===== config.mk =====
export PLATFORM = sky130hd
export DESIGN_NAME = bcm_front
export DESIGN_NICKNAME = d
export VERILOG_FILES = /design/src/hdl/bcm_pkg.sv /design/src/hdl/bcm_front.sv
export VERILOG_INCLUDE_DIRS = /design/src /design/src/hdl
export SDC_FILE = /design/constraint.sdc
export NUM_CORES = 1
export LEC_CHECK = 0
export ABC_AREA = 1
export BUFFER_PORTS_ARGS = -buffer_cell sky130_fd_sc_hd__buf_2
export CORE_UTILIZATION = 23
export CTS_BUF_LIST = sky130_fd_sc_hd__clkbuf_4 sky130_fd_sc_hd__clkbuf_8
export DETAILED_ROUTE_END_ITERATION = 8
export PLACE_DENSITY = 0.76
export SYNTH_ARGS = -nofsm -noshare
export SYNTH_HDL_FRONTEND = slang
export SYNTH_SLANG_ARGS = --single-unit

===== constraint.sdc =====
create_clock -name clk_i -period 1.7 [get_ports clk_i]
set_clock_uncertainty 0.15 [all_clocks]
set_input_delay 0.255 -clock clk_i [delete_from_list [all_inputs] [get_ports clk_i]]
set_output_delay 0.255 -clock clk_i [all_outputs]
set_load 0.02 [all_outputs]

===== src/hdl/bead_centroid_mapper_defines.svh =====
// Assertion helpers for the bead centroid mapper.
// All checks sample on clk_i and are off while rst_ni is low.
`ifndef BEAD_CENTROID_MAPPER_DEFINES_SVH
`define BEAD_CENTROID_MAPPER_DEFINES_SVH

`ifndef SYNTHESIS
`define BCM_ASSERT(name, prop) \
  name: assert property (@(posedge clk_i) disable iff (!rst_ni) prop) \
    else $error("%m: check failed");
`define BCM_ASSERT_NEVER(name, expr) \
  name: assert property (@(posedge clk_i) disable iff (!rst_ni) !(expr)) \
    else $error("%m: forbidden condition seen");
`else
`define BCM_ASSERT(name, prop)
`define BCM_ASSERT_NEVER(name, expr)
`endif

`endif


===== src/hdl/bcm_pkg.sv =====
`timescale 1ns / 1ps

package bcm_pkg;

  // Default bead size limit and fixed field widths
  localparam int MAX_ATOMS_PER_BEAD = 64;
  localparam int COORD_W            = 32;
  localparam int MASS_W             = 16;
  localparam int MODE_W             = 2;

  // Mapping modes; the spare code behaves as geometric centre
  typedef enum logic [MODE_W-1:0] {
    MODE_FIRST    = 2'd0,
    MODE_GEOM     = 2'd1,
    MODE_MASS     = 2'd2,
    MODE_GEOM_ALT = 2'd3
  } map_mode_e;

  localparam map_mode_e MODE_RESET = MODE_GEOM;

  // What the back end does with a finished bead
  typedef enum logic {
    JOB_DIRECT = 1'b0,
    JOB_DIVIDE = 1'b1
  } job_kind_e;

  typedef enum logic {
    FR_IDLE,
    FR_ACC
  } front_state_e;

  typedef enum logic [1:0] {
    BK_IDLE,
    BK_RUN,
    BK_DONE
  } back_state_e;

  // Queue fill status seen by both sides
  typedef struct packed {
    logic full;
    logic empty;
  } q_status_t;

endpackage


===== src/hdl/bcm_front.sv =====
`timescale 1ns / 1ps
`include "bead_centroid_mapper_defines.svh"

module bcm_front #(
  parameter int MAX_ATOMS_PER_BEAD = bcm_pkg::MAX_ATOMS_PER_BEAD,
  parameter int JOB_W              = 1
) (
  input  logic                               clk_i,
  input  logic                               rst_ni,
  input  logic                               in_valid_i,
  output logic                               in_stall_o,
  input  logic signed [bcm_pkg::COORD_W-1:0] atom_x_i,
  input  logic signed [bcm_pkg::COORD_W-1:0] atom_y_i,
  input  logic signed [bcm_pkg::COORD_W-1:0] atom_z_i,
  input  logic        [bcm_pkg::MASS_W-1:0]  atom_mass_i,
  input  logic                               last_of_bead_i,
  input  bcm_pkg::map_mode_e                 mode_i,
  input  bcm_pkg::q_status_t                 q_status_i,
  output logic                               push_o,
  output logic        [JOB_W-1:0]            job_o
);

  localparam int CW     = bcm_pkg::COORD_W;
  localparam int MW     = bcm_pkg::MASS_W;
  localparam int CNT_W  = $clog2(MAX_ATOMS_PER_BEAD + 1);
  localparam int SUM_W  = CW + MW + $clog2(MAX_ATOMS_PER_BEAD) + 1;
  localparam int WS_W   = MW + $clog2(MAX_ATOMS_PER_BEAD) + 1;
  localparam int PROD_W = CW + MW + 1;

  bcm_pkg::front_state_e state_q, state_d;

  // Atom beat held for the accumulate cycle
  logic signed [PROD_W-1:0] prod_x_q, prod_y_q, prod_z_q;
  logic signed [CW-1:0]     ax_q, ay_q, az_q;
  logic        [MW-1:0]     w_q;
  logic                     last_q;
  bcm_pkg::map_mode_e       mode_q;

  // Bead accumulators
  logic signed [SUM_W-1:0] sum_x_q, sum_y_q, sum_z_q;
  logic signed [SUM_W-1:0] sum_x_n, sum_y_n, sum_z_n;
  logic        [WS_W-1:0]  wsum_q, wsum_n;
  logic        [CNT_W-1:0] cnt_q, cnt_n;
  logic signed [CW-1:0]    first_x_q, first_y_q, first_z_q;
  logic signed [CW-1:0]    first_x_n, first_y_n, first_z_n;

  logic              in_acc;
  logic [MW-1:0]     w;
  logic              take;
  logic              acc_en;
  logic              clr;
  logic              push;
  bcm_pkg::job_kind_e kind;

  assign in_stall_o = (state_q != bcm_pkg::FR_IDLE);
  assign in_acc     = in_valid_i && !in_stall_o;

  // Weight: mass in centre-of-mass mode, one otherwise
  assign w = (mode_i == bcm_pkg::MODE_MASS) ? atom_mass_i : MW'(1);

  // Capture stage: one multiply per axis
  always_ff @(posedge clk_i) begin
    if (in_acc) begin
      prod_x_q <= PROD_W'(atom_x_i) * PROD_W'($signed({1'b0, w}));
      prod_y_q <= PROD_W'(atom_y_i) * PROD_W'($signed({1'b0, w}));
      prod_z_q <= PROD_W'(atom_z_i) * PROD_W'($signed({1'b0, w}));
      ax_q     <= atom_x_i;
      ay_q     <= atom_y_i;
      az_q     <= atom_z_i;
      w_q      <= w;
      last_q   <= last_of_bead_i;
      mode_q   <= mode_i;
    end
  end

  // Accumulate, dropping atoms past the bead limit
  always_comb begin
    take      = (cnt_q < CNT_W'(MAX_ATOMS_PER_BEAD));
    sum_x_n   = take ? sum_x_q + SUM_W'(prod_x_q) : sum_x_q;
    sum_y_n   = take ? sum_y_q + SUM_W'(prod_y_q) : sum_y_q;
    sum_z_n   = take ? sum_z_q + SUM_W'(prod_z_q) : sum_z_q;
    wsum_n    = take ? wsum_q + WS_W'(w_q) : wsum_q;
    cnt_n     = take ? cnt_q + CNT_W'(1) : cnt_q;
    first_x_n = (take && cnt_q == '0) ? ax_q : first_x_q;
    first_y_n = (take && cnt_q == '0) ? ay_q : first_y_q;
    first_z_n = (take && cnt_q == '0) ? az_q : first_z_q;
  end

  // Classify the finished bead
  assign kind  = (mode_q == bcm_pkg::MODE_FIRST) ? bcm_pkg::JOB_DIRECT : bcm_pkg::JOB_DIVIDE;
  assign job_o = (kind == bcm_pkg::JOB_DIRECT) ?
                 {kind, SUM_W'(first_x_n), SUM_W'(first_y_n), SUM_W'(first_z_n), wsum_n} :
                 {kind, sum_x_n, sum_y_n, sum_z_n, wsum_n};
  assign push_o = push;

  // Front state machine
  always_ff @(posedge clk_i or negedge rst_ni) begin
    if (!rst_ni) begin
      state_q <= bcm_pkg::FR_IDLE;
    end else begin
      state_q <= state_d;
    end
  end

  always_comb begin
    state_d = state_q;
    acc_en  = 1'b0;
    clr     = 1'b0;
    push    = 1'b0;
    unique case (state_q)
      bcm_pkg::FR_IDLE: begin
        if (in_acc) begin
          state_d = bcm_pkg::FR_ACC;
        end
      end
      bcm_pkg::FR_ACC: begin
        if (!last_q) begin
          acc_en  = 1'b1;
          state_d = bcm_pkg::FR_IDLE;
        end else if (!q_status_i.full) begin
          push    = 1'b1;
          clr     = 1'b1;
          state_d = bcm_pkg::FR_IDLE;
        end
      end
      default: state_d = bcm_pkg::FR_IDLE;
    endcase
  end

  // Accumulator registers
  always_ff @(posedge clk_i or negedge rst_ni) begin
    if (!rst_ni) begin
      sum_x_q   <= '0;
      sum_y_q   <= '0;
      sum_z_q   <= '0;
      wsum_q    <= '0;
      cnt_q     <= '0;
      first_x_q <= '0;
      first_y_q <= '0;
      first_z_q <= '0;
    end else if (clr) begin
      sum_x_q   <= '0;
      sum_y_q   <= '0;
      sum_z_q   <= '0;
      wsum_q    <= '0;
      cnt_q     <= '0;
      first_x_q <= '0;
      first_y_q <= '0;
      first_z_q <= '0;
    end else if (acc_en) begin
      sum_x_q   <= sum_x_n;
      sum_y_q   <= sum_y_n;
      sum_z_q   <= sum_z_n;
      wsum_q    <= wsum_n;
      cnt_q     <= cnt_n;
      first_x_q <= first_x_n;
      first_y_q <= first_y_n;
      first_z_q <= first_z_n;
    end
  end

  `BCM_ASSERT(a_cnt_limit, cnt_q <= CNT_W'(MAX_ATOMS_PER_BEAD))
  `BCM_ASSERT(a_push_clears, push |=> (cnt_q == '0 && wsum_q == '0))

endmodule


==> out/results.tsv <==
stage	metric	value	unit
run_status	run_status	completed	
synth	mux_share_of_post_synthesis_cell_area	0	
worst_setup_path	cp-start-kind	register	
power	leakagePower	0.350	nW
clock_tree	clockRootBuffer	sky130_fd_sc_hd__clkbuf_4	
clock_tree	clock_latency_late_sink	0.27	ns
synth	yosys.area_share.xor_xnor	0.0160	
placed_design	post-place-cells	101	
clock_tree	htree_num_levels	1	
worst_setup_path	crit_type	register to primary output	
timing	fmax	619	MHz
power	part_of_the_total_power_dissipated_in_sequential_elements	0.479	
routing	antenna_violating_nets_post_route	0	
synth	sequential_to_total_area_share_from_yosys_stat	0.522	
placed_design	portBuffers	10	
synth	synth_adder_area_share	0.0229	
power	power_frac_comb	0.306	
synth	synth_largest_area_cell	sky130_fd_sc_hd__dfrtp_1	
clock_tree	clock_sink_count	11	
power	internal-power	0.000552	W
routing	vias_per_cell	4.24	
timing	report.final.slew_viol_count	0	
timing	fin_crit	1.61	ns
timing	final-hold-violation-count	0	
synth	post_synthesis_instance_total	63	
timing	setup_tns	0	ns
placed_design	pre_cts_setup_slack	0.323	ns
final_layout	most-common-layout-cells	sky130_fd_sc_hd__nand2_1, sky130_fd_sc_hd__buf_2, sky130_fd_sc_hd__inv_1, sky130_fd_sc_hd__dfrtp_1	
clock_tree	numCtsBuffers	3	
worst_setup_path	end_kind	primary output	
routing	totalWireLength	1050	um
synth	synthesis.area_per_instance	8.68	um2
worst_setup_path	crit_required	1.29	ns
final_layout	synthToLayoutAreaGrowth	25.6	%
placed_design	place.detailed.hpwl	769	um
power	swShare	0.380	
timing	timing.final.setup_violations	0	
timing	fin_crit_sh	0.950	
floorplan	fp.coreArea	2230	um2
routing	drc_violations_left	0	
timing	finalWorstSetupSlack	0.0854	ns
power	vdd.ir_drop.worst	582	uV
clock_tree	buffer_levels_on_the_longest_clock_path	2	
final_layout	design.final.nets	201	
power	netSwitchingPower	0.000338	W
global_routing	globalRouteTotalUtil	0.0952	
synth	synth_top_area_share	0.412	
worst_setup_path	critical_path_arrival	1.21	ns
synth	netlist_area	547	um2
final_layout	drive_gt1_frac	0.253	
synth	synth_simple_gate_area_frac	0.272	
floorplan	start_util	0.245	
floorplan	fp.dieH	50.8	um
global_routing	number_of_antenna_violations_at_the_first_check_in_global_routing	0	
synth	yosys.cell_types.count	18	
placed_design	gp_congestion	0.797	
synth	synth_top_area_cells	sky130_fd_sc_hd__dfrtp_1, sky130_fd_sc_hd__edfxtp_1, sky130_fd_sc_hd__nand2_1	
routing	initialDrtViolationCount	8	
worst_setup_path	timing.critical_path.fanout_max	3	
power	clock_power_share	0.215	
routing	wirelength_per_cell	9.79	um
job	cap_viol_max_count	0	
final_layout	final_core_utilization	0.308	
synth	yosys_register_bits	11	
clock_tree	cts_tree	yes	
timing	finalHoldWorstSlack	0.0117	ns
global_routing	grt_pass1_wl	1730	um
final_layout	layout_commonest_cell	sky130_fd_sc_hd__nand2_1	
synth	number_of_nets_in_the_synthesized_netlist	184	
global_routing	overflow_left_after_global_routing	0	
floorplan	die_width	50.8	um
synth	ys.warnings.count	0	
synth	synth_top_family_by_area	simple AND/OR/NAND/NOR gates	
floorplan	die-area	2580	um2
final_layout	final_cell_count_no_fill	107	
floorplan	floorplan.rows	17	
floorplan	io-pin-count	123	
routing	first_pass_iters	4	
synth	fraction_of_the_mapped_netlist_area_in_compound_gates	0.0984	
timing	tightestPinTransition	0.225	ns
final_layout	antennaDiodeCount	0	
clock_tree	clkSlewWorstSetupHoldPaths	0.07	ns
hold_path	hold_removal_path_class	input port to register	
global_routing	largest_net_degree_at_the_start_of_global_routing	10	
global_routing	grt_pass1_vias	416	
routing	via_count	454	
timing	worst_slew_margin_rel	0.850	
power	pwr_density_cell	1300	nW/um2
## worst paths after layout
kind	start	endpoint	slack, ns	cells past startpoint
setup reg to reg	cnt_q[0]	cnt_q[4]	0.32	6
setup / recovery	cnt_q[6]	job_o	0.09	5
min in group asynchronous	rst_ni	cnt_q[2]	0.21	2
hold reg to reg	cnt_q[6]	cnt_q[0]	0.35	1
hold / removal	last_of_bead_i	last_q	0.01	1
max in group asynchronous	rst_ni	wsum_q[0]	1.01	2
## sequential cells by signal, indices dropped and copies added (netlist names)
| name | cells |
|---|---|
| last_q | 1 |
| wsum_q | 1 |
| cnt_q | 7 |
| in_stall_o | 1 |
| w_q | 1 |
## Yosys cell counts, drive strengths merged
cell type	count
dfrtp	9
nand2	12
inv	10
o21ai	4
nand4	2
xor2	1
ha	1
nor2	8
o31ai	1
or3b	1
a21oi	3
nand3	9
edfxtp	2
## critical path, cell delays in order (launching register included)
cell                      delay [ns]
sky130_fd_sc_hd__dfrtp_1        0.40
sky130_fd_sc_hd__inv_1          0.10
sky130_fd_sc_hd__nand2_1        0.07
sky130_fd_sc_hd__xor2_1         0.17
sky130_fd_sc_hd__inv_1          0.05
sky130_fd_sc_hd__buf_2          0.15
## kinds of logic (layout without fill, tap and decap cells)
group / count (synthesis) / after routing
AO/OA/AOI/OAI: 8 / 8
flip-flops: 11 / 11
buffers and inverters: 10 / 26
AND/OR/NAND/NOR: 32 / 32
adder cells (fa/ha/maj): 1 / 1
XOR/XNOR: 1 / 1
## area by class of cell
type | instances | area, um2
Timing Repair Buffer | 12 | 67.6
Tap cell | 28 | 35.0
Clock buffer | 4 | 30.0
Multi-Input combinational cell | 42 | 231
Inverter | 10 | 37.5
Fill cell | 230 | 1550
Sequential cell | 11 | 285
## power groups by stage
stage	Combinational, W	Clock, W	Sequential, W
3_5_place_dp	0.000268	0	0.000426
2_1_floorplan	0.000189	0	0.000414
3_3_place_gp	0.000257	0	0.000418
5_1_grt	0.000302	0.000209	0.000437
6_report	0.000273	0.000191	0.000426
4_1_cts	0.000270	0.000198	0.000423
## stage by stage
step	instance area, um2	total power, W
after detailed placement	632	0.000694
after CTS	672	0.000892
after global routing	687	0.000948
final	687	0.000890
after floorplan	547	0.000604
after global placement	632	0.000675
## metal layers
layer / global-route usage / share of wire
met5: 0 / 0
met4: 0.0833 / 0.026
met3: 0.0182 / 0.023
met2: 0.156 / 0.51
met1: 0.104 / 0.44
## timing repair
action                                  CTS  global route
hold endpoints to repair                  9             0
endpoints found under the setup margin    0             2
buffers inserted                          0             1
hold buffers                              1             0
resized for setup                         0             1
(Power assumes the default switching activity.)
