--- src/hdl/bead_centroid_mapper_defines.svh ---
// Assertion helpers for the bead centroid mapper.
// All checks sample on clk_i and are off while rst_ni is low.
`ifndef BEAD_CENTROID_MAPPER_DEFINES_SVH
`define BEAD_CENTROID_MAPPER_DEFINES_SVH

`ifndef SYNTHESIS
`define BCM_ASSERT(name, prop) \
  name: assert property (@(posedge clk_i) disable iff (!rst_ni) prop) \
    else $error("%m: check failed");
`define BCM_ASSERT_NEVER(name, expr) \
  name: assert property (@(posedge clk_i) disable iff (!rst_ni) !(expr)) \
    else $error("%m: forbidden condition seen");
`else
`define BCM_ASSERT(name, prop)
`define BCM_ASSERT_NEVER(name, expr)
`endif

`endif

--- src/hdl/bcm_pkg.sv ---
`timescale 1ns / 1ps

package bcm_pkg;

  // Default bead size limit and fixed field widths
  localparam int MAX_ATOMS_PER_BEAD = 64;
  localparam int COORD_W            = 32;
  localparam int MASS_W             = 16;
  localparam int MODE_W             = 2;

  // Mapping modes; the spare code behaves as geometric centre
  typedef enum logic [MODE_W-1:0] {
    MODE_FIRST    = 2'd0,
    MODE_GEOM     = 2'd1,
    MODE_MASS     = 2'd2,
    MODE_GEOM_ALT = 2'd3
  } map_mode_e;

  localparam map_mode_e MODE_RESET = MODE_GEOM;

  // What the back end does with a finished bead
  typedef enum logic {
    JOB_DIRECT = 1'b0,
    JOB_DIVIDE = 1'b1
  } job_kind_e;

  typedef enum logic {
    FR_IDLE,
    FR_ACC
  } front_state_e;

  typedef enum logic [1:0] {
    BK_IDLE,
    BK_RUN,
    BK_DONE
  } back_state_e;

  // Queue fill status seen by both sides
  typedef struct packed {
    logic full;
    logic empty;
  } q_status_t;

endpackage

--- src/hdl/bcm_divider.sv ---
`timescale 1ns / 1ps
`include "bead_centroid_mapper_defines.svh"

// Back end: three restoring dividers sharing one divisor, one bit per cycle.
module bcm_divider #(
  parameter int MAX_ATOMS_PER_BEAD = bcm_pkg::MAX_ATOMS_PER_BEAD,
  parameter int JOB_W              = 1
) (
  input  logic                               clk_i,
  input  logic                               rst_ni,
  input  bcm_pkg::q_status_t                 q_status_i,
  input  logic        [JOB_W-1:0]            job_i,
  output logic                               pop_o,
  output logic                               out_valid_o,
  input  logic                               out_stall_i,
  output logic signed [bcm_pkg::COORD_W-1:0] bead_x_o,
  output logic signed [bcm_pkg::COORD_W-1:0] bead_y_o,
  output logic signed [bcm_pkg::COORD_W-1:0] bead_z_o,
  output logic                               status_o
);

  localparam int CW     = bcm_pkg::COORD_W;
  localparam int SUM_W  = CW + bcm_pkg::MASS_W + $clog2(MAX_ATOMS_PER_BEAD) + 1;
  localparam int WS_W   = bcm_pkg::MASS_W + $clog2(MAX_ATOMS_PER_BEAD) + 1;
  localparam int STEP_W = $clog2(SUM_W + 1);

  bcm_pkg::back_state_e state_q, state_d;
  bcm_pkg::job_kind_e   kind_q;

  logic [SUM_W-1:0]  dvd_q [3];
  logic [WS_W-1:0]   rem_q [3];
  logic [2:0]        neg_q;
  logic [WS_W-1:0]   dsr_q;
  logic              zero_q;
  logic [STEP_W-1:0] step_q;

  logic [SUM_W-1:0]  dvd_nx [3];
  logic [WS_W-1:0]   rem_nx [3];
  logic [SUM_W-1:0]  dvd_ld [3];
  logic [2:0]        neg_ld;
  logic [CW-1:0]     res [3];
  logic [WS_W:0]     rem_sh [3];
  logic [SUM_W-1:0]  lane_in;

  bcm_pkg::job_kind_e job_kind;
  logic [WS_W-1:0]    job_dsr;

  logic out_valid_q;
  logic out_free;
  logic load;
  logic step_en;
  logic out_load;
  logic signed [CW-1:0] bead_x_q, bead_y_q, bead_z_q;
  logic                 status_q;

  // Unpack the head job: kind, three dividends, divisor
  assign job_kind = bcm_pkg::job_kind_e'(job_i[JOB_W-1]);
  assign job_dsr  = job_i[WS_W-1:0];

  always_comb begin
    lane_in = '0;
    for (int i = 0; i < 3; i++) begin
      lane_in   = job_i[JOB_W-2-i*SUM_W -: SUM_W];
      neg_ld[i] = (job_kind == bcm_pkg::JOB_DIVIDE) && lane_in[SUM_W-1];
      dvd_ld[i] = neg_ld[i] ? -lane_in : lane_in;
    end
  end

  // One restoring step per lane
  always_comb begin
    for (int i = 0; i < 3; i++) begin
      rem_sh[i] = {rem_q[i], dvd_q[i][SUM_W-1]};
      if (rem_sh[i] >= {1'b0, dsr_q}) begin
        rem_nx[i] = WS_W'(rem_sh[i] - {1'b0, dsr_q});
        dvd_nx[i] = {dvd_q[i][SUM_W-2:0], 1'b1};
      end else begin
        rem_nx[i] = rem_sh[i][WS_W-1:0];
        dvd_nx[i] = {dvd_q[i][SUM_W-2:0], 1'b0};
      end
    end
  end

  // Final lane values: pass-through, forced zero, or signed quotient
  always_comb begin
    for (int i = 0; i < 3; i++) begin
      if (kind_q == bcm_pkg::JOB_DIRECT) begin
        res[i] = dvd_q[i][CW-1:0];
      end else if (zero_q) begin
        res[i] = '0;
      end else if (neg_q[i]) begin
        res[i] = -dvd_q[i][CW-1:0];
      end else begin
        res[i] = dvd_q[i][CW-1:0];
      end
    end
  end

  assign out_free = !out_valid_q || !out_stall_i;

  // Back state machine
  always_ff @(posedge clk_i or negedge rst_ni) begin
    if (!rst_ni) begin
      state_q <= bcm_pkg::BK_IDLE;
    end else begin
      state_q <= state_d;
    end
  end

  always_comb begin
    state_d  = state_q;
    load     = 1'b0;
    step_en  = 1'b0;
    out_load = 1'b0;
    unique case (state_q)
      bcm_pkg::BK_IDLE: begin
        if (!q_status_i.empty) begin
          load = 1'b1;
          if (job_kind == bcm_pkg::JOB_DIRECT || job_dsr == '0) begin
            state_d = bcm_pkg::BK_DONE;
          end else begin
            state_d = bcm_pkg::BK_RUN;
          end
        end
      end
      bcm_pkg::BK_RUN: begin
        step_en = 1'b1;
        if (step_q == STEP_W'(1)) begin
          state_d = bcm_pkg::BK_DONE;
        end
      end
      bcm_pkg::BK_DONE: begin
        if (out_free) begin
          out_load = 1'b1;
          state_d  = bcm_pkg::BK_IDLE;
        end
      end
      default: state_d = bcm_pkg::BK_IDLE;
    endcase
  end

  assign pop_o = load;

  // Step counter
  always_ff @(posedge clk_i or negedge rst_ni) begin
    if (!rst_ni) begin
      step_q <= '0;
    end else if (load) begin
      step_q <= STEP_W'(SUM_W);
    end else if (step_en) begin
      step_q <= step_q - STEP_W'(1);
    end
  end

  // Divider datapath
  always_ff @(posedge clk_i) begin
    if (load) begin
      kind_q <= job_kind;
      dsr_q  <= job_dsr;
      zero_q <= (job_kind == bcm_pkg::JOB_DIVIDE) && (job_dsr == '0);
      neg_q  <= neg_ld;
      for (int i = 0; i < 3; i++) begin
        dvd_q[i] <= dvd_ld[i];
        rem_q[i] <= '0;
      end
    end else if (step_en) begin
      for (int i = 0; i < 3; i++) begin
        dvd_q[i] <= dvd_nx[i];
        rem_q[i] <= rem_nx[i];
      end
    end
  end

  // Output register
  always_ff @(posedge clk_i or negedge rst_ni) begin
    if (!rst_ni) begin
      out_valid_q <= 1'b0;
    end else if (out_load) begin
      out_valid_q <= 1'b1;
    end else if (!out_stall_i) begin
      out_valid_q <= 1'b0;
    end
  end

  always_ff @(posedge clk_i) begin
    if (out_load) begin
      bead_x_q <= res[0];
      bead_y_q <= res[1];
      bead_z_q <= res[2];
      status_q <= (kind_q == bcm_pkg::JOB_DIVIDE) && zero_q;
    end
  end

  assign out_valid_o = out_valid_q;
  assign bead_x_o    = bead_x_q;
  assign bead_y_o    = bead_y_q;
  assign bead_z_o    = bead_z_q;
  assign status_o    = status_q;

  `BCM_ASSERT(a_done_emits, (state_q == bcm_pkg::BK_DONE && out_free) |=> out_valid_o)
  `BCM_ASSERT_NEVER(a_run_nonzero, state_q == bcm_pkg::BK_RUN && (dsr_q == '0 || step_q == '0))

endmodule
--- config.mk ---
export PLATFORM = sky130hd
export DESIGN_NAME = bcm_divider
export DESIGN_NICKNAME = d
export VERILOG_FILES = /design/src/hdl/bcm_pkg.sv /design/src/hdl/bcm_divider.sv
export VERILOG_INCLUDE_DIRS = /design/src /design/src/hdl
export SDC_FILE = /design/constraint.sdc
export NUM_CORES = 1
export LEC_CHECK = 0
export BUFFER_PORTS_ARGS = -buffer_cell sky130_fd_sc_hd__buf_2
export CAP_MARGIN = 20
export CORE_AREA = 2 2 52 66
export CTS_BUF_LIST = sky130_fd_sc_hd__clkbuf_16
export DETAILED_ROUTE_END_ITERATION = 10
export DIE_AREA = 0 0 54 68
export PLACE_DENSITY = 0.82
export SETUP_SLACK_MARGIN = 0.05
export SLEW_MARGIN = 25
export SYNTH_ARGS = -nofsm -noshare
export SYNTH_HDL_FRONTEND = slang
export SYNTH_SLANG_ARGS = --single-unit
--- constraint.sdc ---
create_clock -name clk_i -period 3.5 [get_ports clk_i]
set_input_delay 0.175 -clock clk_i [delete_from_list [all_inputs] [get_ports clk_i]]
set_output_delay 0.175 -clock clk_i [all_outputs]
set_load 0.005 [all_outputs]
==> results.sh, run 1 <==
export IMPL_status="completed"
export IMPL_htree_levels=1
export IMPL_required_ns=3.32
export IMPL_p_total_w=0.000511
export IMPL_final_area_um2=976
export IMPL_drc=0
export IMPL_worstSetupPathType="flip-flop to output port"
export IMPL_gp_congestion=0.842
export IMPL_drv_cap=0
export IMPL_ys_seq_area_frac=0.191
export IMPL_rsz0062_at_grt="false"
export IMPL_setup_ws_ns=2.06
export IMPL_antenna_found_initial=0
export IMPL_ys_seq_elements=9
export IMPL_max_stage_delay_ns=0.42
export IMPL_row_count=23
export IMPL_cp_slowest_cell="dfrtp_1"
export IMPL_syn_avg_cell_area_um2=8.36
export IMPL_final_cell_mix="97 x conb_1, 9 x dfrtp_1, 6 x buf_2"
export IMPL_cp_cell_sequence="or3_4 -> clkinv_2 -> buf_2"
export IMPL_fillers=335
export IMPL_fmax_mhz=692
export IMPL_die_h_um=68
export IMPL_clockRootBuffer="clkbuf_16"
export IMPL_slew_violations=0
export IMPL_totalWireLength_um=1250
export IMPL_die_area_um2=3670
export IMPL_hold_viol=0
export IMPL_whs_ns=0.156
export IMPL_cp_max_fo=6
export IMPL_ios=105
export IMPL_timing_final_crit_period_ns=1.44
export IMPL_power_leakage_nw=0.580
export IMPL_p_per_area_nw_per_um2=524
export IMPL_clock_sinks=9
export IMPL_endpoint_kind="output port"
export IMPL_fin_nets=160
export IMPL_synth_warnings=0
export IMPL_place_area_um2=887
export IMPL_crit_buf_inv=2
export IMPL_ir_drop_mv=0.369
export IMPL_ctsResizeCount=0
export IMPL_postSynthCellCount=141
export IMPL_globalRouteTotalUtil=0.0678
export IMPL_hpwl_um=1040
export IMPL_area_delta_synth_final_pct=-17.2
export IMPL_skew_ns=0.00169
export IMPL_grt_pass1_wl_um=1710
export IMPL_min_period_over_period=0.413
export IMPL_insertion_delay_ns=0.24
export IMPL_overflow=0
export IMPL_pre_cts_slack_ns=2.19
export IMPL_num_antenna_cells=0
export IMPL_drt_initial_drc_count=6
export IMPL_synth_area_um2=1180
export IMPL_tritoncts="done"
export IMPL_clk_pin_slew_ns=0.04
export IMPL_grt_max_degree=10
export IMPL_hp_class="input pin to flip-flop"
export IMPL_crit_arrival_ns=1.27
export IMPL_via_per_inst=3.21
export IMPL_grt_pass1_vias=387
export IMPL_drt_first_pass_iters=3
export IMPL_antenna_left=0
export IMPL_cts_buffers=3
export IMPL_final_common_cell="conb_1"
export IMPL_core_area_um2=3110
export IMPL_die_w_um=54
export IMPL_num_vias=604
export IMPL_ys_types=23
export IMPL_setup_viol=0
export IMPL_tns_ns=0
export IMPL_drive_gt1_frac=0.0795
export IMPL_clockBufferDepth=2
export IMPL_io_buffers=6
export IMPL_critPathTopFamily="flip-flops"
export IMPL_routedWlPerCell_um=6.67
export IMPL_start_kind="flip-flop"
export IMPL_initial_core_util=0.379
==> report_power, final <==
group          internal (W)  total, W  switching [W]
clock              0.000149  0.000200      0.0000510
combinational     0.0000513  0.000139      0.0000878
sequential         0.000136  0.000172      0.0000357
total              0.000336  0.000511       0.000175
==> what timing repair did <==
item | in CTS | in global routing
setup buffers | 0 | 0
hold buffers | 1 | 0
hold endpoints to repair | 9 | 0
==> per-stage QoR <==
stage | util | cells
finish | 0.314 | 188
global route | 0.314 | 188
CTS | 0.314 | 188
detailed placement | 0.285 | 183
global placement | 0.285 | 183
floorplan | - | 237
==> registers in the layout (all words and copies together), names as in the netlist <==
name / flops
step_q: 6
state_q: 2
out_valid_o: 1
==> cell usage after synthesis <==
library cell | number | area share
a22o_1 | 1 | 0.0074
a31oi_1 | 1 | 0.0053
buf_4 | 97 | 0.62
clkinv_2 | 1 | 0.0042
conb_1 | 1 | 0.0032
dfrtp_1 | 9 | 0.19
ha_1 | 2 | 0.021
inv_1 | 3 | 0.0096
mux2i_1 | 3 | 0.025
nand2_1 | 4 | 0.013
nand2b_1 | 1 | 0.0053
nand3b_1 | 2 | 0.013
nand4_1 | 1 | 0.0053
nor2_1 | 4 | 0.013
nor2b_1 | 1 | 0.0053
nor3_1 | 3 | 0.013
nor4_2 | 1 | 0.011
o211ai_1 | 1 | 0.0064
o21ai_0 | 1 | 0.0042
o21ai_1 | 1 | 0.0042
o22ai_1 | 1 | 0.0053
or3_4 | 1 | 0.0096
xor2_1 | 1 | 0.0074
==> worst paths after layout <==
path	from	to	slack, ns	depth (start not counted)
setup / recovery	state_q[0]	pop_o	2.06	3
hold / removal	out_stall_i	out_valid_o	0.16	3
setup reg to reg	step_q[0]	step_q[4]	2.19	5
hold reg to reg	step_q[5]	step_q[5]	0.46	1
max in group asynchronous	rst_ni	step_q[4]	2.99	2
min in group asynchronous	rst_ni	step_q[1]	0.33	2
==> kinds of logic (layout without fill, tap and decap cells) <==
family,count (synthesis),after routing,synth area share
AOI/OAI and AO/OA,6,6,0.0329
xor gates and xnor gates,1,1,0.00743
adders and majority gates,2,2,0.0212
buffers and inverters,101,15,0.632
DFF,9,9,0.191
muxes,3,3,0.0255
other,1,97,0.00318
and+or+nand+nor,18,18,0.0870
==> layout make-up <==
| type | count | area [um^2] | area share |
|---|---|---|---|
| clock buffer | 3 | 75.1 | 0.0769 |
| clock inverter | 1 | 3.75 | 0.00385 |
| inverter | 4 | 16.3 | 0.0167 |
| multi-input combinational | 127 | 569 | 0.583 |
| sequential | 9 | 225 | 0.231 |
| tap | 37 | 46.3 | 0.0474 |
| timing repair buffer | 7 | 40.0 | 0.0410 |
==> routing by layer <==
metal	track usage	vias to the layer above	routed length (um)
met2	0.0976	61	601
met3	0.0262	5	209
met4	0.0719	0	44
met5	0	-	0
li1	-	269	-
met1	0.0710	269	398
==> worst reg2reg max path, delay by kind of cell, from the launching register on <==
kind	cells	cell delay (ns)
multiplexers	1	0.20
flip-flops	1	0.42
AND/OR/NAND/NOR	2	0.33
adder cells (fa/ha/maj)	1	0.16
buffers and inverters	1	0.12
Note: power is estimated with default switching activity, not from simulation.
==> run 2: changes to the inputs <==
--- a/config.mk
+++ b/config.mk
@@ -8,11 +8,11 @@
 export LEC_CHECK = 0
 export BUFFER_PORTS_ARGS = -buffer_cell sky130_fd_sc_hd__buf_2
 export CAP_MARGIN = 20
-export CORE_AREA = 2 2 52 66
+export CORE_AREA = 2 2 53 68
 export CTS_BUF_LIST = sky130_fd_sc_hd__clkbuf_16
 export DETAILED_ROUTE_END_ITERATION = 10
-export DIE_AREA = 0 0 54 68
-export PLACE_DENSITY = 0.82
+export DIE_AREA = 0 0 55 70
+export PLACE_DENSITY = 0.79
 export SETUP_SLACK_MARGIN = 0.05
 export SLEW_MARGIN = 25
 export SYNTH_ARGS = -nofsm -noshare
==> constraint.sdc (replaced) <==
create_clock -name clk_i -period 1.35 [get_ports clk_i]
set_input_delay 0.0675 -clock clk_i [delete_from_list [all_inputs] [get_ports clk_i]]
set_output_delay 0.0675 -clock clk_i [all_outputs]
set_load 0.005 [all_outputs]
==> run 2 against run 1 <==
  * Clock-buffer cell count unchanged
  * Die area grew 4.8%
  * Wire length rose by 11%
  * Flip-flop and latch count is the same
  * Clock power rose to 2.6 times the previous value
  * Sequential share of layout area fell by 1.2 points
  * Hold slack got worse by 0.094 ns
  * Sequential power rose by 140%
  * Non-clock buffer count increased by 5
  * Global-route usage decreased by 0.49 points
  * Combinational power increased to 3.5 times the previous value
  * Via count rose by 4.0%
==> results.sh, run 2 (synthesis gave the netlist of run 1 again) <==
export IMPL_clockBufferDepth=2
export IMPL_overflow=0
export IMPL_initial_core_util=0.357
export IMPL_final_cells=195
export IMPL_r2r_cells=4
export IMPL_seqPwrFrac=0.293
export IMPL_clk_pin_slew_ns=0.04
export IMPL_area_delta_synth_final_pct=-12.7
export IMPL_row_count=24
export IMPL_p_sw_frac=0.338
export IMPL_hp_class="input pin to flip-flop"
export IMPL_endpoint_kind="output port"
export IMPL_fmax_mhz=776
export IMPL_hold_viol=0
export IMPL_largest_reg_flops=6
export IMPL_r2r_start="state_q[1]"
export IMPL_num_antenna_cells=0
export IMPL_timing_rr_end="step_q[3]"
export IMPL_final_cell_mix="97 x conb_1, 9 x dfrtp_1, 5 x buf_2, 5 x buf_4"
export IMPL_hold_depth=3
export IMPL_core_area_um2=3300
export IMPL_clockRootBuffer="clkbuf_16"
export IMPL_p_per_area_nw_per_um2=1380
export IMPL_required_ns=1.28
export IMPL_rsz0062_at_grt="true"
export IMPL_drive_gt1_frac=0.115
export IMPL_globalRouteTotalUtil=0.0629
export IMPL_final_common_cell="conb_1"
export IMPL_clock_sinks=9
export IMPL_fin_nets=165
export IMPL_cp_max_fo=5
export IMPL_ir_drop_mv=1.00
export IMPL_power_leakage_nw=0.607
export IMPL_drt_initial_drc_count=6
export IMPL_worstSetupPathType="flip-flop to output port"
export IMPL_hpwl_um=1020
export IMPL_status="completed"
export IMPL_antenna_found_initial=0
export IMPL_htree_levels=1
export IMPL_drc=0
export IMPL_ios=105
export IMPL_routedWlPerCell_um=7.14
export IMPL_cts_buffers=3
export IMPL_slew_violations=0
export IMPL_insertion_delay_ns=0.23
export IMPL_largest_register="step_q"
export IMPL_r2r_slack_ns=0.11
export IMPL_io_buffers=6
export IMPL_skew_ns=0.00132
export IMPL_drv_cap=0
export IMPL_worst_hold_startpoint="out_stall_i"
export IMPL_comb_power_share=0.343
export IMPL_dp_cells=186
export IMPL_grt_pass1_wl_um=1730
export IMPL_min_period_over_period=0.955
export IMPL_p_switching_w=0.000480
export IMPL_die_h_um=70
export IMPL_p_clk_frac=0.364
export IMPL_start_kind="flip-flop"
export IMPL_fin_util=0.311
export IMPL_die_area_um2=3850
export IMPL_die_w_um=55
export IMPL_holdPathEnd="out_valid_o"
export IMPL_internal_power_w=0.000940
export IMPL_antenna_left=0
export IMPL_grt_pass1_vias=436
export IMPL_tns_ns=0
export IMPL_gp_congestion=0.793
export IMPL_tritoncts="done"
export IMPL_setup_viol=0
export IMPL_grt_max_degree=10
export IMPL_via_per_inst=3.22
export IMPL_drt_first_pass_iters=4
export IMPL_crit_arrival_ns=1.22
export IMPL_totalWireLength_um=1390
export IMPL_timing_final_crit_period_ns=1.29
export IMPL_num_vias=628
[run 2: cell types whose count changed in the layout (fill, tap and decap cells not counted), sizes merged]
| cell | previous run | this run |
|---|---|---|
| buf | 6 | 11 |
| inv | 4 | 5 |
| clkinv | 1 | 0 |
[run 2: metrics by stage]
stage | setup WS [ns] | power (W) | hold slack [ns] | area, um^2
5_1_grt | 0.0336 | 0.00153 | 0.0876 | 1030
3_3_place_gp | 0.115 | 0.000798 | -0.0735 | 897
3_5_place_dp | 0.0937 | 0.000814 | -0.0671 | 897
4_1_cts | 0.0681 | 0.00139 | 0.0677 | 1010
6_report | 0.0610 | 0.00142 | 0.0619 | 1030
2_1_floorplan | 0.186 | 0.000910 | -0.228 | 1540
[run 2: area by class of cell]
cell class              instances  area, um^2
clock buffers                   3        75.1
clock inverters                 1        3.75
fillers                       358        2270
inverters                       4        17.5
multi-input cells             127         574
flip-flops and latches          9         225
well taps                      39        48.8
repair buffers                 12        83.8
[run 2: worst max-delay path by stage]
stage          startpoint        end  slack [ns]  cells past startpoint
5_1_grt        state_q[0]      pop_o        0.03                      3
6_report       state_q[0]      pop_o        0.06                      3
3_3_place_gp    step_q[1]  step_q[4]        0.11                      5
2_1_floorplan   step_q[0]  step_q[4]        0.19                      5
4_1_cts        state_q[0]      pop_o        0.07                      3
3_5_place_dp    step_q[1]  step_q[4]        0.09                      5
[run 2: critical path, cell delays in order (launching register included)]
cell and delay [ns]:
dfrtp_1 0.38, or3_4 0.44, inv_4 0.08, buf_6 0.09
[run 2: what timing repair did]
| item | in CTS | in global routing |
|---|---|---|
| hold endpoints to repair | 9 | 0 |
| gates resized for setup | 0 | 3 |
| hold buffers | 1 | 0 |
| setup buffers | 3 | 1 |
| cloned | 0 | 0 |
| pin swaps | 0 | 1 |
| endpoints found under the setup margin | 1 | 3 |
[run 2: layer usage]
layer  vias to the layer above  global-route usage  routed length (um)  share of wire
li1                        277                   -                   -              -
met1                       285              0.0630                 403           0.29
met2                        63               0.101                 764           0.55
met3                         3             0.00641                 186           0.13
met4                         0              0.0678                  38          0.027
met5                         -                   0                   0              0
[run 2: power by group through the flow]
stage          registers, W  logic, W  clock network (W)
5_1_grt            0.000428  0.000556           0.000543
2_1_floorplan      0.000425  0.000484                  0
6_report           0.000417  0.000487           0.000517
3_3_place_gp       0.000430  0.000368                  0
3_5_place_dp       0.000437  0.000376                  0
4_1_cts            0.000414  0.000443           0.000530
