$ cat src/hdl/bead_centroid_mapper_defines.svh
// Assertion helpers for the bead centroid mapper.
// All checks sample on clk_i and are off while rst_ni is low.
`ifndef BEAD_CENTROID_MAPPER_DEFINES_SVH
`define BEAD_CENTROID_MAPPER_DEFINES_SVH

`ifndef SYNTHESIS
`define BCM_ASSERT(name, prop) \
  name: assert property (@(posedge clk_i) disable iff (!rst_ni) prop) \
    else $error("%m: check failed");
`define BCM_ASSERT_NEVER(name, expr) \
  name: assert property (@(posedge clk_i) disable iff (!rst_ni) !(expr)) \
    else $error("%m: forbidden condition seen");
`else
`define BCM_ASSERT(name, prop)
`define BCM_ASSERT_NEVER(name, expr)
`endif

`endif

$ cat src/hdl/bcm_pkg.sv
`timescale 1ns / 1ps

package bcm_pkg;

  // Default bead size limit and fixed field widths
  localparam int MAX_ATOMS_PER_BEAD = 64;
  localparam int COORD_W            = 32;
  localparam int MASS_W             = 16;
  localparam int MODE_W             = 2;

  // Mapping modes; the spare code behaves as geometric centre
  typedef enum logic [MODE_W-1:0] {
    MODE_FIRST    = 2'd0,
    MODE_GEOM     = 2'd1,
    MODE_MASS     = 2'd2,
    MODE_GEOM_ALT = 2'd3
  } map_mode_e;

  localparam map_mode_e MODE_RESET = MODE_GEOM;

  // What the back end does with a finished bead
  typedef enum logic {
    JOB_DIRECT = 1'b0,
    JOB_DIVIDE = 1'b1
  } job_kind_e;

  typedef enum logic {
    FR_IDLE,
    FR_ACC
  } front_state_e;

  typedef enum logic [1:0] {
    BK_IDLE,
    BK_RUN,
    BK_DONE
  } back_state_e;

  // Queue fill status seen by both sides
  typedef struct packed {
    logic full;
    logic empty;
  } q_status_t;

endpackage

$ cat src/hdl/bcm_queue.sv
`timescale 1ns / 1ps
`include "bead_centroid_mapper_defines.svh"

// Two-slot job queue; slot 0 is always the head.
module bcm_queue #(
  parameter int JOB_W = 1
) (
  input  logic               clk_i,
  input  logic               rst_ni,
  input  logic               push_i,
  input  logic [JOB_W-1:0]   data_i,
  input  logic               pop_i,
  output logic [JOB_W-1:0]   data_o,
  output bcm_pkg::q_status_t status_o
);

  logic [JOB_W-1:0] slot0_q, slot1_q;
  logic [1:0]       count_q;

  assign data_o         = slot0_q;
  assign status_o.full  = (count_q == 2'd2);
  assign status_o.empty = (count_q == 2'd0);

  // Fill count
  always_ff @(posedge clk_i or negedge rst_ni) begin
    if (!rst_ni) begin
      count_q <= 2'd0;
    end else if (push_i && !pop_i) begin
      count_q <= count_q + 2'd1;
    end else if (pop_i && !push_i) begin
      count_q <= count_q - 2'd1;
    end
  end

  // Slot data
  always_ff @(posedge clk_i) begin
    case ({push_i, pop_i})
      2'b10: begin
        if (count_q == 2'd0) begin
          slot0_q <= data_i;
        end else begin
          slot1_q <= data_i;
        end
      end
      2'b01: begin
        slot0_q <= slot1_q;
      end
      2'b11: begin
        if (count_q == 2'd1) begin
          slot0_q <= data_i;
        end else begin
          slot0_q <= slot1_q;
          slot1_q <= data_i;
        end
      end
      default: begin
      end
    endcase
  end

  `BCM_ASSERT_NEVER(a_no_overflow, push_i && status_o.full)
  `BCM_ASSERT_NEVER(a_no_underflow, pop_i && status_o.empty)

endmodule

$ cat config.mk
export PLATFORM = sky130hd
export DESIGN_NAME = bcm_queue
export DESIGN_NICKNAME = d
export VERILOG_FILES = /design/src/hdl/bcm_pkg.sv /design/src/hdl/bcm_queue.sv
export VERILOG_INCLUDE_DIRS = /design/src /design/src/hdl
export SDC_FILE = /design/constraint.sdc
export NUM_CORES = 1
export LEC_CHECK = 0
export ABC_AREA = 1
export BUFFER_PORTS_ARGS = -buffer_cell sky130_fd_sc_hd__buf_4
export CAP_MARGIN = 20
export CORE_AREA = 2 2 39 41
export CTS_CLUSTER_DIAMETER = 150
export DETAILED_ROUTE_END_ITERATION = 8
export DIE_AREA = 0 0 41 43
export SYNTH_ARGS = -nofsm -noshare
export SYNTH_HDL_FRONTEND = slang
export SYNTH_SLANG_ARGS = --single-unit
$ cat constraint.sdc
create_clock -name clk_i -period 1.85 [get_ports clk_i]
set_input_delay 0.2775 -clock clk_i [delete_from_list [all_inputs] [get_ports clk_i]]
set_output_delay 0.2775 -clock clk_i [all_outputs]
set_load 0.005 [all_outputs]
==> results of run 1 <==
stage by stage:
| step | hold slack [ps] | setup WS, ps | power, mW | instances | instance area, um^2 |
|---|---|---|---|---|---|
| final | 230 | 512 | 0.456 | 65 | 418 |
| after global routing | 218 | 435 | 0.516 | 65 | 418 |
| after CTS | 220 | 492 | 0.469 | 65 | 418 |
| after detailed placement | 61.4 | 619 | 0.343 | 60 | 382 |
| after global placement | 60.5 | 609 | 0.341 | 60 | 382 |
| after floorplan | -18.1 | 693 | 0.270 | 37 | 309 |
synthesized netlist by cell type, drive strengths merged:
library cell and count:
nand3 2, a21boi 1, or2 1, inv 9, ha 7, nor2 2, dfrtp 2, xor2 1
edfxtp 2, nand2 10
cell type report:
type | instances | share of cell area
tap | 16 | 0.0479
multi-input combinational | 24 | 0.395
timing repair buffer | 8 | 0.150
inverter | 9 | 0.0808
sequential | 4 | 0.263
clock buffer | 4 | 0.0629
state kept, by name, indices dropped and copies added, names as in the netlist:
signal / count
count_q: 2
slot1_q: 1
data_o: 1
metal layers:
layer | part of all wire | wire length, um
met1 | 0.48 | 225
met2 | 0.49 | 231
met3 | 0.034 | 16
met4 | 0 | 0
met5 | 0 | 0
timing repair:
action / in CTS / in global routing
hold buffers: 1 / 0
resized for setup: 0 / 0
endpoints found under the hold margin: 2 / 0
path summary, 6_finish.rpt:
path | cells past startpoint | from | end | slack (ps)
hold reg to reg | 1 | count_q[0]$_DFFE_PN0P_ | count_q[0]$_DFFE_PN0P_ | 500
max in group asynchronous | 2 | rst_ni | count_q[0]$_DFFE_PN0P_ | 1390
setup reg to reg | 4 | count_q[0]$_DFFE_PN0P_ | slot1_q$_DFFE_PP_ | 640
setup / recovery | 3 | count_q[0]$_DFFE_PN0P_ | status_o[0] | 510
hold / removal | 1 | data_i | slot1_q$_DFFE_PP_ | 230
min in group asynchronous | 2 | rst_ni | count_q[1]$_DFFE_PN0P_ | 370
worst reg2reg max path: stages (launching register included):
cell and delay, ps:
dfrtp_1 380, inv_1 80, ha_1 230, nand2_1 70
a21boi_1 170
where the power goes:
part           leakage, nW  switching [mW]  internal, mW  total, mW
combinational        0.174          0.0964        0.0966      0.193
sequential          0.0432          0.0189         0.128      0.146
clock               0.0150          0.0357        0.0809      0.117
total                0.232           0.151         0.305      0.456
kinds of logic after synthesis:
group | count (synthesis)
adders and majority gates | 7
DFF | 4
AOI/OAI and AO/OA | 1
and+or+nand+nor | 15
xor gates and xnor gates | 1
buffers and inverters | 9
==> summary.md, run 1 <==
| Metric | Value |
|---|---|
| Clock latency at the later pin of the worst-skew pair | `240 ps` |
| Placed wire-length estimate | `409 um` |
| CP bufs+invs | `2` |
| Post-Syn Nets | `49` |
| DIE WIDTH | `41 um` |
| Core area | `0.00138 mm^2` |
| Antenna diodes | `0` |
| Initial antenna violation count | `0` |
| Drt first pass iters | `4` |
| TritonCTS buffer count | `3` |
| # rows | `14` |
| Nets | `62` |
| Drc violations | `0` |
| Max Clock Skew | `7.65 ps` |
| Ranking of synthesized cells by area | `ha_1, edfxtp_1, dfrtp_1, nand2_1, inv_1` |
| Share of the synthesized area in the top cell type | `0.283` |
| Post-Syn Area | `309 um^2` |
| XOR/XNOR share of the synthesized area | `0.0283` |
| Max-slew headroom | `0.911` |
| Routed wire length | `473 um` |
| Period minus WS final | `1340 ps` |
| Root Driver | `clkbuf_4` |
| Post-synthesis sequential area ratio | `0.356` |
| Clock buffer depth | `2` |
| Achievable Freq | `~750 MHz` |
| CTS tree | `built` |
| Yosys top cell by area | `ha_1` |
| WP data arrival | `1060 ps` |
| Clock transition at the registers of the reported paths | `around 40 ps` |
| Antenna-violating nets left | `0` |
| Worst Path Required | `1570 ps` |
| Fin. Hold Viols | `0` |
| Port bufs | `7` |
| Seq cells post-synth | `4` |
| Post-DR vias/cell | `3.71` |
| Number of global-route vias before repair | `between 200 and 250` |
| Adder-Cell Fraction of Synth Area | `0.283` |
| P&R area growth vs syn | `35.2%` |
| Most frequent cells in the layout | `nand2_1, inv_1, ha_1, buf_4, clkbuf_4` |
| Setup TNS | `0 ps` |
| Met3 Usage GRT | `0` |
| Largest net degree at the start of global routing | `5` |
| GRT met1 Usage | `0.104` |
| Initial drt markers | `4` |
| Maximum vdd drop | `just under 0.3 mV` |
| Final GP Congestion | `0.712` |
| Worst-path fanout max | `3` |
| Commonest non-fill, non-tap cell in the layout | `nand2_1` |
| Die Span Y | `43 um` |
| Tcrit/Tclk final | `0.723` |
| Main combinational cell family by area after synthesis | `adder cells` |
| Avg Cell Area, Syn | `8.35 um^2` |
| Total grt overflow | `0` |
| Yosys warnings | `0` |
| Multi-input logic area | `165 um^2` |
| H-tree levels | `1` |
| Cell count after synthesis | `37` |
| Io pins | `8` |
| Netlist cell types | `10` |
| Aggregate global-route resource usage | `0.0744` |
| CP Class | `reg -> out` |
| Crit. End Element | `primary output` |
| Initial core utilization | `0.223` |
| Layout Utilization | `0.302` |
| Delay-heaviest family, CP | `flip-flops` |
| Outcome | `completed` |
| Compound-Gate Fraction of Synth Area | `0.0243` |
| Leak | `0.232 nW` |
| Final setup viols | `0` |
| Slowest CP cell | `dfrtp_1` |
| Max-cap viol count | `0` |
| RSZ-0062 raised after global routing | `false` |
| Final Max Slew Viols | `0` |
| First-pass GRT wire length | `821 um` |
| Multiplexer area fraction after synthesis | `0` |
| Fill cell count | `150` |
| # clock sinks | `4` |
| CP cell instances | `inv_1, ha_1, buf_4` |
| Gr busiest metal | `met4` |
| Reg area | `110 um^2` |
| Die area | `0.00176 mm^2` |
| Hold Crit Class | `in -> reg` |
| Grt met2 use | `0.0750` |
| Actual slew at the worst max-slew pin | `133 ps` |
| Post-CTS Setup Repair Bufs | `0` |
| Vias | `241` |
| Post-Synth Simple-Gate Area | `0.198` |
| CP startpoint kind | `register` |
| Max stage delay on crit path | `380 ps` |
| Share of cells above drive strength 1 | `0.204` |
| DR WL/cell | `7.28 um` |
| Power per cell area | `1090 mW/mm^2` |
Power figures use the tool's default switching activity.
==> run 2: changes to the inputs <==
clock period = 1.18 ns   (was 1.85 ns; I/O delays follow)
==> run 2 against run 1 <==
  * Non-clock buffer count up 1
  * Sequential share of layout area decreased by 0.99 points
  * Count of clock-buffer cells in the layout unchanged
  * Clock skew rose by 1.3 ps
==> summary.md, run 2 (same netlist as run 1, synthesis figures left out) <==
| Metric | Value |
|---|---|
| Outcome | `completed` |
| Reg area | `110 um^2 (unchanged)` |
| Max stage delay on crit path | `390 ps (about the same)` |
| Max-slew headroom | `0.904 (-0.00655)` |
| Worst-path fanout max | `3 (unchanged)` |
| Max Clock Skew | `8.98 ps (+1.33 ps)` |
| Multi-input logic area | `174 um^2 (+5.3%)` |
| Initial core utilization | `0.223 (unchanged)` |
| Maximum vdd drop | `0.600 mV (+100%)` |
| Clock transition at the registers of the reported paths | `40 ps (about the same)` |
| Worst Path Required | `1000 ps (-570 ps)` |
| Number of global-route vias before repair | `228 (+5.1%)` |
| WP data arrival | `990 ps (-70 ps)` |
| Io pins | `8 (unchanged)` |
| # clock sinks | `4 (unchanged)` |
| Post-DR vias/cell | `3.88 (+4.6%)` |
| Actual slew at the worst max-slew pin | `144 ps (+10.1 ps)` |
| Fin. Hold Viols | `0 (unchanged)` |
| Period minus WS final | `~1200 ps` |
| Routed wire length | `525 um (+11%)` |
| Max reg flops | `2 (unchanged)` |
| Net Switching | `0.257 mW (+70%)` |
| Hold Crit Class | `in -> reg` |
| Final setup viols | `0 (unchanged)` |
| Slowest CP cell | `dfrtp_1` |
| Crit. End Element | `primary output` |
| Largest net degree at the start of global routing | `5 (unchanged)` |
| H-tree levels | `1 (unchanged)` |
| Final GP Congestion | `0.707 (-0.73%)` |
| DR WL/cell | `7.95 um (+9.3%)` |
| Fill cell count | `155 (+3.3%)` |
| P&R area growth vs syn | `40.5%` |
| Final Max Slew Viols | `0 (unchanged)` |
| DIE WIDTH | `41 um (unchanged)` |
| Clock buffer depth | `2 (unchanged)` |
| Clock Power Share | `0.241 (-0.015)` |
| Placed wire-length estimate | `437 um (+6.9%)` |
| Vias | `256 (+6.2%)` |
| Leak | `0.234 nW (+0.87%)` |
| CP Class | `reg -> out` |
| Most frequent cells in the layout | `nand2_1, buf_4, inv_1` |
| Initial drt markers | `2 (-2)` |
| Seq pwr share | `0.301 (-0.020)` |
| Antenna-violating nets left | `0 (unchanged)` |
| Commonest non-fill, non-tap cell in the layout | `nand2_1` |
| Initial antenna violation count | `0 (unchanged)` |
| Port bufs | `7 (unchanged)` |
| CP cell instances | `inv_2, ha_2, buf_4` |
| Clock latency at the later pin of the worst-skew pair | `240 ps (about the same)` |
| Setup TNS | `0 ps (unchanged)` |
| Core area | `0.00138 mm^2 (unchanged)` |
| Share of cells above drive strength 1 | `0.320 (+0.116)` |
| Drc violations | `0 (unchanged)` |
| Area after DPL | `389 um^2 (+2.0%)` |
| Antenna diodes | `0 (unchanged)` |
| TritonCTS buffer count | `3 (unchanged)` |
| CP startpoint kind | `register` |
| Die area | `0.00176 mm^2 (unchanged)` |
| Total grt overflow | `0 (unchanged)` |
| # rows | `14 (unchanged)` |
| Delay-heaviest family, CP | `flip-flops` |
| Sw frac | `0.334 (+0.00307)` |
| Pint | `0.511 mW (+68%)` |
| Max-cap viol count | `0 (unchanged)` |
| RSZ-0062 raised after global routing | `true` |
| Final instance area | `434 um^2 (+3.9%)` |
| First-pass GRT wire length | `821 um (unchanged)` |
| Final Power | `0.768 mW (+68%)` |
| Drt first pass iters | `5 (+1)` |
| CTS tree | `built` |
| Tcrit/Tclk final | `0.985` |
| Root Driver | `clkbuf_4` |
| Achievable Freq | `861 MHz` |
| CP bufs+invs | `2 (unchanged)` |
| Die Span Y | `43 um (unchanged)` |
| Nets | `63 (+1.6%)` |
| Logic pwr share | `0.457 (+0.034)` |
| Most flops, register | `count_q` |
| Aggregate global-route resource usage | `0.0744 (-0.0000748)` |
| Power per cell area | `1770 mW/mm^2 (+62%)` |
==> run 2: changes by cell type in the layout (fill, tap and decap cells not counted), sizes merged <==
cell  before  now
buf        7    8
==> run 2: power by group through the flow <==
stage          clock, mW  sequential [mW]  combinational, mW
4_1_cts            0.190            0.232              0.353
3_5_place_dp           0            0.228              0.339
5_1_grt            0.206            0.235              0.412
3_3_place_gp           0            0.226              0.334
2_1_floorplan          0            0.227              0.196
6_report           0.185            0.231              0.351
==> run 2: final cells by class <==
cell class                      count  share of cell area
Multi-Input combinational cell     24               0.401
Sequential cell                     4               0.254
Timing Repair Buffer                9               0.161
Inverter                            9              0.0778
Clock buffer                        4              0.0605
Tap cell                           16              0.0461
==> run 2: worst paths after layout <==
check	from	end	slack, ps	cells after the start
worst max-delay path	count_q[0]$_DFFE_PN0P_	status_o[0]	20	3
worst min register to register	slot1_q$_DFFE_PP_	data_o$_DFFE_PP_	530	2
min in group asynchronous	rst_ni	count_q[1]$_DFFE_PN0P_	290	2
worst min-delay path	data_i	slot1_q$_DFFE_PP_	130	1
worst max register to register	count_q[0]$_DFFE_PN0P_	slot1_q$_DFFE_PP_	50	4
max in group asynchronous	rst_ni	count_q[0]$_DFFE_PN0P_	800	2
==> run 2: routing by layer <==
| layer | track usage | wire length (um) | vias up |
|---|---|---|---|
| met5 | 0 | 0 | - |
| met4 | 0.0800 | 12 | 0 |
| li1 | - | - | 140 |
| met3 | 0.0157 | 15 | 2 |
| met2 | 0.106 | 267 | 8 |
| met1 | 0.0806 | 229 | 106 |
==> run 2: repair_timing <==
action,CTS,global route
buffers inserted,0,0
setup endpoints to repair,1,4
endpoints found under the hold margin,2,0
hold buffers,1,0
resized for setup,3,2
==> run 2: metrics by stage <==
stage	cells	worst slack, ps	util	hold WS, ps
global route	66	-23.3	0.314	111
floorplan	37	23.4	-	-119
detailed placement	61	7.28	0.281	-40.1
CTS	66	6.64	0.309	119
global placement	61	34.0	0.281	-40.0
finish	66	17.9	0.314	125
==> run 3: changes to the inputs <==
PLACE_DENSITY = 0.52   (was not set)
==> run 3 against run 2 <==
  * Count of clock-buffer cells in the layout is the same
  * Flip-flop and latch count did not move
  * Global-route usage grew 1.6 points
  * Design area increased by 18%
  * Critical path type is now reg -> reg
  * Sequential share of layout area fell by 3.9 points
  * Highest routed layer is now met3
  * Clock skew grew 2.3 ps
  * Largest cell class unchanged
  * The run now ends with setup timing left
  * Die area is the same
  * Wire length is 20% higher
  * Power increased by 36%
  * Via count up 7.4%
==> summary.md, run 3 (same netlist as run 1, synthesis figures left out) <==
| Metric | Value |
|---|---|
| DIE WIDTH | `41 um (unchanged)` |
| Total grt overflow | `0 (unchanged)` |
| Vias | `275 (+7.4%)` |
| Initial drt markers | `1 (-1)` |
| Power per cell area | `2030 mW/mm^2 (+15%)` |
| Outcome | `finished, violations left` |
| Actual slew at the worst max-slew pin | `181 ps (+37.3 ps)` |
| Root Driver | `clkbuf_4` |
| Delay-heaviest family, CP | `flip-flops` |
| Area after DPL | `389 um^2 (unchanged)` |
| Share of cells above drive strength 1 | `0.455 (+0.135)` |
| Routed wire length | `630 um (+20%)` |
| Drt first pass iters | `2 (-3)` |
| R2R Setup Slk | `-40 ps (-90 ps)` |
| Most flops, register | `count_q` |
| Final std cells w/o fill | `71 (+7.6%)` |
| CP bufs+invs | `2 (unchanged)` |
| RSZ-0062 raised after global routing | `true` |
| Final instance area | `514 um^2 (+18%)` |
| Crit. End Element | `register` |
| Placed wire-length estimate | `437 um (about the same)` |
| Worst Path Required | `1130 ps (+130 ps)` |
| Leak | `0.264 nW (+12%)` |
| Multi-input logic area | `201 um^2 (+16%)` |
| Commonest non-fill, non-tap cell in the layout | `buf_4` |
| Number of global-route vias before repair | `271 (+19%)` |
| Final setup viols | `4 (+4)` |
| Initial core utilization | `0.223 (unchanged)` |
| Hold Crit Class | `in -> reg` |
| Max reg flops | `2 (unchanged)` |
| Initial antenna violation count | `0 (unchanged)` |
| CP cell instances | `inv_2, ha_4, buf_4, nand2_2, a21boi_2` |
| Fin. Hold Viols | `0 (unchanged)` |
| Min Hold Slack | `123 ps (-2.13 ps)` |
| Failing checks | `setup timing` |
| Max-slew headroom | `0.879 (-0.0249)` |
| DR WL/cell | `8.87 um (+12%)` |
| Most frequent cells in the layout | `buf_4, nand2_1, inv_1` |
| Die area | `0.00176 mm^2 (unchanged)` |
| Die Span Y | `43 um (unchanged)` |
| Final Max Slew Viols | `0 (unchanged)` |
| Period minus WS final | `1220 ps (+53.1 ps)` |
| Aggregate global-route resource usage | `0.0904 (+0.0160)` |
| First-pass GRT wire length | `986 um (+20%)` |
| TritonCTS buffer count | `3 (unchanged)` |
| Port bufs | `7 (unchanged)` |
| Fill cell count | `141 (-9.0%)` |
| Achievable Freq | `823 MHz (-4.4%)` |
| Final WS setup | `-35.2 ps (-53.1 ps)` |
| WP data arrival | `1170 ps (+180 ps)` |
| Maximum vdd drop | `1.08 mV (+81%)` |
| Clock latency at the later pin of the worst-skew pair | `240 ps (about the same)` |
| Antenna-violating nets left | `0 (unchanged)` |
| Setup TNS | `-67.7 ps (-67.7 ps)` |
| Largest net degree at the start of global routing | `5 (unchanged)` |
| Io pins | `8 (unchanged)` |
| Post-DR vias/cell | `3.87 (-0.14%)` |
| Setup crit start | `count_q[0]$_DFFE_PN0P_` |
| Min-delay src | `data_i` |
| H-tree levels | `1 (unchanged)` |
| Tcrit/Tclk final | `1.03 (+0.0450)` |
| P&R area growth vs syn | `66.4%` |
| Clock transition at the registers of the reported paths | `40 ps (about the same)` |
| Worst-path fanout max | `2 (-1)` |
| Placed cells | `61 (unchanged)` |
| CP startpoint kind | `register` |
| Drc violations | `0 (unchanged)` |
| Core area | `0.00138 mm^2 (unchanged)` |
| Final GP Congestion | `0.704 (-0.50%)` |
| CP Class | `reg -> reg` |
| CTS tree | `built` |
| Antenna diodes | `0 (unchanged)` |
| # clock sinks | `4 (unchanged)` |
| Worst r2r src | `count_q[0]$_DFFE_PN0P_` |
| # rows | `14 (unchanged)` |
| Layout Utilization | `0.372 (+0.0579)` |
| Clock buffer depth | `2 (unchanged)` |
| Reg area | `110 um^2 (unchanged)` |
| Max stage delay on crit path | `370 ps (-20 ps)` |
| Max Clock Skew | `11.3 ps (+2.34 ps)` |
| Slowest CP cell | `dfrtp_1` |
| Nets | `68 (+7.9%)` |
| Max-cap viol count | `0 (unchanged)` |
[run 3: final cells by class]
class	count	area share
clock buffer	4	0.0511
inverter	9	0.0657
multi-input combinational	24	0.392
sequential	4	0.214
tap	16	0.0389
timing repair buffer	14	0.238
[run 3: power by group]
group / total [mW] / leakage [nW] / internal (mW) / switching (mW)
clock network: 0.190 / 0.0150 / 0.127 / 0.0626
logic: 0.625 / 0.205 / 0.368 / 0.257
registers: 0.229 / 0.0432 / 0.200 / 0.0295
total: 1.04 / 0.264 / 0.695 / 0.349
[run 3: repair_timing]
action	4_1_cts	5_1_grt
hold buffers	1	0
gates resized for setup	14	1
pin swaps	2	0
setup endpoints to repair	3	4
buffers inserted	4	1
hold endpoints to repair	2	0
[run 3: final timing paths]
path	cells past startpoint	endpoint
min in group asynchronous	2	count_q[0]$_DFFE_PN0P_
setup reg to reg	5	slot1_q$_DFFE_PP_
max in group asynchronous	2	count_q[1]$_DFFE_PN0P_
hold reg to reg	2	data_o$_DFFE_PP_
hold / removal	1	slot1_q$_DFFE_PP_
setup / recovery	5	slot1_q$_DFFE_PP_
[run 3: per-stage QoR]
stage	total power, mW	setup slack, ps
after floorplan	0.423	23.4
after global placement	0.568	7.03
after detailed placement	0.564	-16.8
after CTS	1.02	-32.1
after global routing	1.14	-75.8
final	1.04	-35.2
[run 3: per-layer routing]
layer	vias up	global-route usage	wire, um
met2	7	0.134	348
met5	-	0	0
li1	145	-	-
met1	123	0.0836	234
met4	0	0.0200	0
met3	0	0.0942	48
